[config.mk]
export PLATFORM = sky130hd
export DESIGN_NAME = murmur64a_hash_core
export DESIGN_NICKNAME = d
export VERILOG_FILES = /design/src/sv/m64a_pkg.sv /design/src/sv/m64a_mul.sv /design/src/sv/murmur64a_hash_core.sv
export SDC_FILE = /design/constraint.sdc
export NUM_CORES = 2
export LEC_CHECK = 0
export BUFFER_PORTS_ARGS = -buffer_cell sky130_fd_sc_hd__buf_2
export CAP_MARGIN = 25
export CORE_MARGIN = 2
export CORE_UTILIZATION = 30
export DETAILED_ROUTE_END_ITERATION = 6
export PLACE_DENSITY_LB_ADDON = 0.08
export SKIP_CTS_REPAIR_TIMING = 1
export SLEW_MARGIN = 20
export SYNTH_ARGS = -nofsm -noshare
export SYNTH_HDL_FRONTEND = slang
export SYNTH_SLANG_ARGS = --single-unit
[constraint.sdc]
create_clock -name clk -period 28 [get_ports clk]
set_input_delay 2.8 -clock clk [delete_from_list [all_inputs] [get_ports clk]]
set_output_delay 2.8 -clock clk [all_outputs]
set_load 0.05 [all_outputs]
[src/sv/m64a_pkg.sv]
`timescale 1ns / 1ps
// m64a_pkg: constants, sequencer states and multiplier request/response types
// for the streaming MurmurHash64A core; no dependencies

package m64a_pkg;

  localparam logic [63:0] MIX_MUL   = 64'hc6a4a7935bd1e995;
  localparam logic [31:0] MIX_MUL_LO = MIX_MUL[31:0];
  localparam logic [31:0] MIX_MUL_HI = MIX_MUL[63:32];
  localparam int unsigned MIX_SHIFT = 47;

  typedef struct packed {
    logic        start;
    logic [63:0] operand;
  } mul_req_t;

  typedef struct packed {
    logic        done;
    logic [63:0] product;
  } mul_rsp_t;

  typedef enum logic [3:0] {
    MS_IDLE  = 4'b0001,
    MS_LO    = 4'b0010,
    MS_HI_LO = 4'b0100,
    MS_LO_HI = 4'b1000
  } mul_step_t;

  typedef enum logic [6:0] {
    ST_IDLE = 7'b0000001,
    ST_LEN  = 7'b0000010,
    ST_K1   = 7'b0000100,
    ST_K2   = 7'b0001000,
    ST_HM   = 7'b0010000,
    ST_AV   = 7'b0100000,
    ST_FIN  = 7'b1000000
  } seq_state_t;

endpackage

[src/sv/m64a_mul.sv]
`timescale 1ns / 1ps
// m64a_mul: iterative 64-bit multiply by the mix constant, low 64 bits kept,
// built on one 32x32 multiplier over three steps; depends on m64a_pkg

module m64a_mul (
  input  logic               clk,
  input  logic               rst_n,
  input  m64a_pkg::mul_req_t req_i,
  output m64a_pkg::mul_rsp_t rsp_o
);
  import m64a_pkg::*;

  mul_step_t   step_r, step_nxt;
  logic [63:0] a_r, a_nxt;
  logic [63:0] acc_r, acc_nxt;
  logic        done_r, done_nxt;
  logic [31:0] mul_a, mul_b;
  logic [63:0] pp;

  assign pp = mul_a * mul_b;

  always_comb begin
    step_nxt = step_r;
    a_nxt    = a_r;
    acc_nxt  = acc_r;
    done_nxt = 1'b0;
    mul_a    = a_r[31:0];
    mul_b    = MIX_MUL_LO;
    unique case (step_r)
      MS_IDLE: begin
        if (req_i.start) begin
          a_nxt    = req_i.operand;
          step_nxt = MS_LO;
        end
      end
      MS_LO: begin
        acc_nxt  = pp;
        step_nxt = MS_HI_LO;
      end
      MS_HI_LO: begin
        mul_a    = a_r[63:32];
        acc_nxt  = {acc_r[63:32] + pp[31:0], acc_r[31:0]};
        step_nxt = MS_LO_HI;
      end
      MS_LO_HI: begin
        mul_b    = MIX_MUL_HI;
        acc_nxt  = {acc_r[63:32] + pp[31:0], acc_r[31:0]};
        done_nxt = 1'b1;
        step_nxt = MS_IDLE;
      end
      default: step_nxt = MS_IDLE;
    endcase
  end

  always_ff @(posedge clk) begin
    if (!rst_n) begin
      step_r <= MS_IDLE;
      done_r <= 1'b0;
    end else begin
      step_r <= step_nxt;
      done_r <= done_nxt;
    end
    a_r   <= a_nxt;
    acc_r <= acc_nxt;
  end

  assign rsp_o.done    = done_r;
  assign rsp_o.product = acc_r;

endmodule

[src/sv/murmur64a_hash_core.sv]
`timescale 1ns / 1ps
// murmur64a_hash_core: streaming MurmurHash64A top level with sequencer and
// hash registers; depends on m64a_pkg and m64a_mul
//
// channel  direction  handshake            payload
// in_      input      in_valid / in_stall   data_word, byte_count, first/last, length
// out_     output     out_valid / out_stall hash_value
// cfg_     input      cfg_wr_en             cfg_wr_data (hash seed)
//
// every multiply runs on one shared unit as three 32x32 steps plus handoff;
// a full word costs 3 multiplies plus the accept in idle, and no new item is
// taken until the sequencer is back in idle
// a first item adds the length multiply; a last item adds the avalanche multiply
// and the load of the output register; an item taken with no message open is dropped
// in_stall is high whenever the sequencer is busy; a held result blocks new
// items only while the next result waits to load
// synchronous active-low reset clears the state, seed, hash, message flag and out_valid

module murmur64a_hash_core (
  input  logic        clk,
  input  logic        rst_n,
  input  logic        in_valid,
  output logic        in_stall,
  input  logic [63:0] in_data_word,
  input  logic [3:0]  in_byte_count,
  input  logic        in_first_item,
  input  logic        in_last_item,
  input  logic [30:0] in_total_length,
  output logic        out_valid,
  input  logic        out_stall,
  output logic [63:0] out_hash_value,
  input  logic        cfg_wr_en,
  input  logic [63:0] cfg_wr_data
);
  import m64a_pkg::*;

  seq_state_t  state_r, state_nxt;
  logic [63:0] seed_r;
  logic [63:0] h_r, h_nxt;
  logic        in_msg_r, in_msg_nxt;
  logic [63:0] word_r, word_nxt;
  logic [3:0]  cnt_r, cnt_nxt;
  logic        last_r, last_nxt;
  logic        out_valid_r, out_valid_nxt;
  logic [63:0] out_hash_r, out_hash_nxt;

  mul_req_t    mul_req;
  mul_rsp_t    mul_rsp;

  logic        in_acc;
  logic [3:0]  in_cnt_sat;
  logic [63:0] p, p_x;
  logic [63:0] dsp_h, dsp_word, tail_mask;
  logic [3:0]  dsp_cnt;
  logic        dsp_last;
  seq_state_t  dsp_state;
  logic [63:0] dsp_op;

  m64a_mul u_mul (
    .clk   (clk),
    .rst_n (rst_n),
    .req_i (mul_req),
    .rsp_o (mul_rsp)
  );

  assign in_stall   = (state_r != ST_IDLE);
  assign in_acc     = in_valid && !in_stall;
  assign in_cnt_sat = in_byte_count[3] ? 4'd8 : in_byte_count;
  assign p          = mul_rsp.product;
  assign p_x        = p ^ (p >> MIX_SHIFT);

  // pick the first operation of a word, from the inputs or after the length step
  always_comb begin
    if (state_r == ST_IDLE) begin
      dsp_h    = h_r;
      dsp_word = in_data_word;
      dsp_cnt  = in_cnt_sat;
      dsp_last = in_last_item;
    end else begin
      dsp_h    = seed_r ^ p;
      dsp_word = word_r;
      dsp_cnt  = cnt_r;
      dsp_last = last_r;
    end
    tail_mask = (64'h1 << {dsp_cnt[2:0], 3'b000}) - 64'h1;
    if (!dsp_last || dsp_cnt[3]) begin
      dsp_state = ST_K1;
      dsp_op    = dsp_word;
    end else if (dsp_cnt == 4'd0) begin
      dsp_state = ST_AV;
      dsp_op    = dsp_h ^ (dsp_h >> MIX_SHIFT);
    end else begin
      dsp_state = ST_HM;
      dsp_op    = dsp_h ^ (dsp_word & tail_mask);
    end
  end

  always_comb begin
    state_nxt       = state_r;
    h_nxt           = h_r;
    in_msg_nxt      = in_msg_r;
    word_nxt        = word_r;
    cnt_nxt         = cnt_r;
    last_nxt        = last_r;
    out_valid_nxt   = out_valid_r && out_stall;
    out_hash_nxt    = out_hash_r;
    mul_req.start   = 1'b0;
    mul_req.operand = dsp_op;
    unique case (state_r)
      ST_IDLE: begin
        if (in_acc) begin
          word_nxt = in_data_word;
          cnt_nxt  = in_cnt_sat;
          last_nxt = in_last_item;
          if (in_first_item) begin
            in_msg_nxt      = 1'b1;
            mul_req.start   = 1'b1;
            mul_req.operand = {33'b0, in_total_length};
            state_nxt       = ST_LEN;
          end else if (in_msg_r) begin
            mul_req.start = 1'b1;
            state_nxt     = dsp_state;
          end
        end
      end
      ST_LEN: begin
        if (mul_rsp.done) begin
          h_nxt         = seed_r ^ p;
          mul_req.start = 1'b1;
          state_nxt     = dsp_state;
        end
      end
      ST_K1: begin
        if (mul_rsp.done) begin
          mul_req.start   = 1'b1;
          mul_req.operand = p_x;
          state_nxt       = ST_K2;
        end
      end
      ST_K2: begin
        if (mul_rsp.done) begin
          mul_req.start   = 1'b1;
          mul_req.operand = h_r ^ p;
          state_nxt       = ST_HM;
        end
      end
      ST_HM: begin
        if (mul_rsp.done) begin
          if (!last_r) begin
            h_nxt     = p;
            state_nxt = ST_IDLE;
          end else begin
            mul_req.start   = 1'b1;
            mul_req.operand = p_x;
            state_nxt       = ST_AV;
          end
        end
      end
      ST_AV: begin
        if (mul_rsp.done) begin
          h_nxt      = p_x;
          in_msg_nxt = 1'b0;
          state_nxt  = ST_FIN;
        end
      end
      ST_FIN: begin
        if (!out_valid_r || !out_stall) begin
          out_valid_nxt = 1'b1;
          out_hash_nxt  = h_r;
          state_nxt     = ST_IDLE;
        end
      end
      default: state_nxt = ST_IDLE;
    endcase
  end

  always_ff @(posedge clk) begin
    if (!rst_n) begin
      state_r     <= ST_IDLE;
      seed_r      <= 64'h0;
      h_r         <= 64'h0;
      in_msg_r    <= 1'b0;
      out_valid_r <= 1'b0;
    end else begin
      state_r     <= state_nxt;
      h_r         <= h_nxt;
      in_msg_r    <= in_msg_nxt;
      out_valid_r <= out_valid_nxt;
      if (cfg_wr_en) begin
        seed_r <= cfg_wr_data;
      end
    end
    word_r     <= word_nxt;
    cnt_r      <= cnt_nxt;
    last_r     <= last_nxt;
    out_hash_r <= out_hash_nxt;
  end

  assign out_valid      = out_valid_r;
  assign out_hash_value = out_hash_r;

endmodule

==> implementation parameters <==
Parameter                              Value

Drt
  Mean number of vias per cell    5.05
  Total DRC errors in the routed layout    0
  DRT antenna net count    0
  DRT Pass-1 Iters    5
  DRT Wirelength    187,000 um
  Per-cell routed wire length    26.2 um
  Initial detailed-routing violation count    ~2,800
  Total vias in the final route    35,966

Timing
  Number of pins exceeding their max-slew limit in the final report    0
  Post-route fraction of the period consumed by the critical path    between 40 and 50%
  Max Freq    86.2 MHz
  Min Tclk post-route    ~12 ns
  Worst setup skew after layout    0.0202 ns
  Total of endpoints with negative setup slack in the final report    0
  Tightest slew margin relative to the limit    between 20% and 30%
  Aggregate negative setup slack    0 ns
  Setup repair after global routing missed its margin    no
  Transition time at the pin with the least slew margin    around 1.1 ns
  Count of endpoints failing hold in the final timing report    0

Logic synthesis
  Area of the mapped netlist    about 47,000 um^2
  Post-synth top area cell    sky130_fd_sc_hd__fa_1
  Post-Synth XOR/XNOR Area    approximately 5.3%
  Area share of the largest cell type after synthesis    between 20% and 30%
  Avg Cell Area, Syn    approximately 9.6 um^2
  Area share of fa/ha/maj cells after synthesis    37.3%
  Number of instances in the synthesized netlist    between 4,000 and 5,000
  Synth Register Bits    403
  Cell types occupying the most area after synthesis    sky130_fd_sc_hd__fa_1 (26%), sky130_fd_sc_hd__edfxtp_1 (17%), sky130_fd_sc_hd__ha_1 (12%)
  Simple-gate area share of the yosys netlist    between 10 and 15%
  Synthesized-area fraction occupied by ao, oa, aoi and oai cells    12.9%
  Fraction of synthesis flops using an asynchronous set or reset pin    0%
  Count of distinct cell types in the synthesized netlist    81
  Most used DFF post-synth    sky130_fd_sc_hd__edfxtp_1
  Fraction of the yosys area taken by sequential cells    between 20% and 30%
  Cell types with the highest counts after synthesis    sky130_fd_sc_hd__inv_1 (749), sky130_fd_sc_hd__fa_1 (607), sky130_fd_sc_hd__nand2_1 (516), sky130_fd_sc_hd__ha_1 (437), sky130_fd_sc_hd__a21oi_1 (291)
  Dominant combinational cell family by area after synthesis    adder cells
  Multiplexer fraction of the synthesized cell area    2.99%
  Number of warnings issued by yosys    0
  Dominant cell by count in the synthesized netlist    sky130_fd_sc_hd__inv_1
  Number of flops mapped to enable cells by yosys    between 200 and 300

Finish
  Ant. Diodes    0
  Area growth from synthesis to layout    10.4%
  # nets final    about 6,300
  Fraction of final layout cells with drive strength greater than 1    around 8.7%
  Number of inserted filler cells in the final layout    about 16,000

Global routing
  GRT met3 Usage    under 10%
  Global routing met2 resource utilization    between 30% and 40%
  Number of global-route vias before repair    ~37,000
  M1 GR Usage    around 34%
  Pin count of the biggest net entering global routing    74
  Antenna violations before repair    1
  Overall track demand over capacity in global routing    a little under a quarter
  Leftover overflow at the end of global routing    0
  Most used routing layer    met2
  Wire length of the first global-routing pass    between 200,000 and 300,000 um

Floorplan
  Std-Cell Core Area    156,000 um^2
  Initial Utilization    between 30% and 40%
  Die width    401 um
  Overall die area    160,000 um^2
  Number of cell rows    between 100 and 150
  Ports placed on the boundary    approximately 240
  Die Ht    between 400 and 500 um

Worst setup path
  Category of the most critical setup path    reg2reg
  R2r worst-path depth    34
  Flop2flop setup slack    16.40 ns
  Delay contributed by the slowest stage of the critical path    0.80 ns
  Most used cell along the critical path    sky130_fd_sc_hd__fa_1
  Data arrival, critical path    ~12 ns
  Reg2reg start    u_mul.step_r[3]$_SDFFE_PN0P_
  WP data required    about 28 ns
  Endpoint of the lowest-slack register-to-register path    u_mul.acc_r[63]$_DFFE_PP_
  Critical path's slowest cell    sky130_fd_sc_hd__mux2i_1
  Startpoint type of the worst setup path    flop
  Maximum fanout encountered on the critical timing path    26
  Nature of the critical path endpoint    flop

CTS
  CTS tree    yes
  Number of H-tree branching levels    2
  Number of clock buffers inserted by TritonCTS    43
  Clk Latency, worst-skew pair    about 0.60 ns
  Cell at the root of the clock tree    sky130_fd_sc_hd__clkbuf_16
  Clock-pin transition on the worst setup and hold timing paths    0.07 ns
  Num Clock Sinks    just over 400
  Clock Path Buffers    3

Worst hold path
  Type of the most critical hold path    reg2reg
  Worst hold path stage count    0
  Hold_sp    h_r[55]$_SDFFE_PN0P_
  End of the worst hold path    out_hash_value[55]$_DFFE_PP_

Placed design
  Detail Placement HPWL    about 150,000 um
  Buffers on Ports    about 240
  Final RePlAce weighted congestion    around 0.9

Flow run
  Number of max-cap violations    0

Status
  Status    complete, no violations
worst max path at each step:
stage / from / endpoint / slack, ns / depth (start not counted)
floorplan: u_mul.step_r[3]$_SDFFE_PN0P_ / u_mul.acc_r[59]$_DFFE_PP_ / 17.98 / 36
global placement: u_mul.step_r[3]$_SDFFE_PN0P_ / u_mul.acc_r[62]$_DFFE_PP_ / 16.50 / 34
detailed placement: u_mul.step_r[3]$_SDFFE_PN0P_ / u_mul.acc_r[63]$_DFFE_PP_ / 16.47 / 35
CTS: u_mul.step_r[3]$_SDFFE_PN0P_ / u_mul.acc_r[63]$_DFFE_PP_ / 16.42 / 35
global route: u_mul.step_r[2]$_SDFFE_PN0P_ / u_mul.acc_r[63]$_DFFE_PP_ / 15.90 / 35
finish: u_mul.step_r[3]$_SDFFE_PN0P_ / u_mul.acc_r[63]$_DFFE_PP_ / 16.40 / 34
stage by stage:
step,hold WS [ns],instance area [um^2],util (%),setup WS [ns],cells
after detailed placement,0.506,50600,32.4,16.47,7047
after global placement,0.501,50600,32.4,16.50,7046
after global routing,0.532,52100,33.3,15.90,7129
after CTS,0.519,52100,33.3,16.42,7126
final,0.519,52100,33.3,16.40,7129
after floorplan,0.462,47200,-,17.98,4943
worst max-delay path, delay by kind of cell (launching register included):
family,cells,cell delay (ns)
adders and majority gates,10,4.49
AOI/OAI and AO/OA,10,2.54
buffers and inverters,7,1.44
and+or+nand+nor,3,1.03
muxes,2,0.87
xor gates and xnor gates,2,0.53
DFF,1,0.41
placed cells by master, fill, tap and decap left out, types with 44 or more instances in the layout:
master	synthesis	routed
sky130_fd_sc_hd__inv_1	749	749
sky130_fd_sc_hd__fa_1	607	607
sky130_fd_sc_hd__nand2_1	516	516
sky130_fd_sc_hd__ha_1	437	437
sky130_fd_sc_hd__a21oi_1	291	288
sky130_fd_sc_hd__nor2_1	273	269
sky130_fd_sc_hd__edfxtp_1	261	261
sky130_fd_sc_hd__buf_2	11	233
sky130_fd_sc_hd__o21ai_0	208	207
sky130_fd_sc_hd__xnor2_1	187	187
sky130_fd_sc_hd__dfxtp_1	142	141
sky130_fd_sc_hd__mux2i_1	125	123
sky130_fd_sc_hd__xor2_1	96	96
sky130_fd_sc_hd__nor2b_1	85	85
sky130_fd_sc_hd__buf_4	3	69
sky130_fd_sc_hd__o211a_1	65	65
sky130_fd_sc_hd__a21o_1	62	62
sky130_fd_sc_hd__and2_1	48	47
sky130_fd_sc_hd__clkbuf_16	0	44
layout make-up:
cell class              count  area [um^2]  area share (%)
inverters                 753         2830            5.44
repair buffers            305         1710            3.29
clock buffers              61         1220            2.35
flip-flops and latches    403        10700            20.5
multi-input cells        3531        32800            63.0
clock inverters            18          241           0.464
well taps                2058         2570            4.94
layer usage:
metal  share of wire (%)  wire length, um  vias up
met5                   0                0        -
li1                    -                -    16567
met3                 3.6             6810      138
met1                  48            88900    18394
met4                 2.1             3920        0
met2                  47            87200      867
sequential cells by signal, indices dropped and copies added, names as in the netlist, 4 cells and up:
signal          flops
h_r                64
u_mul.a_r          64
seed_r             64
u_mul.acc_r        64
word_r             64
cnt_r               4
u_mul.step_r        4
out_hash_value     64
state_r             7
kinds of logic (layout without fill, tap and decap cells):
logic type,after synthesis,in the layout
simple gates,1127,1127
fa+ha+maj,1044,1044
buf+inv,1009,1137
compound gates,932,932
flops,403,403
xor+xnor,284,284
mux,139,139
other cells,2,5
Power is not shown: default switching activity piles up to over one toggle a cycle in this logic, so the estimate is an artifact.
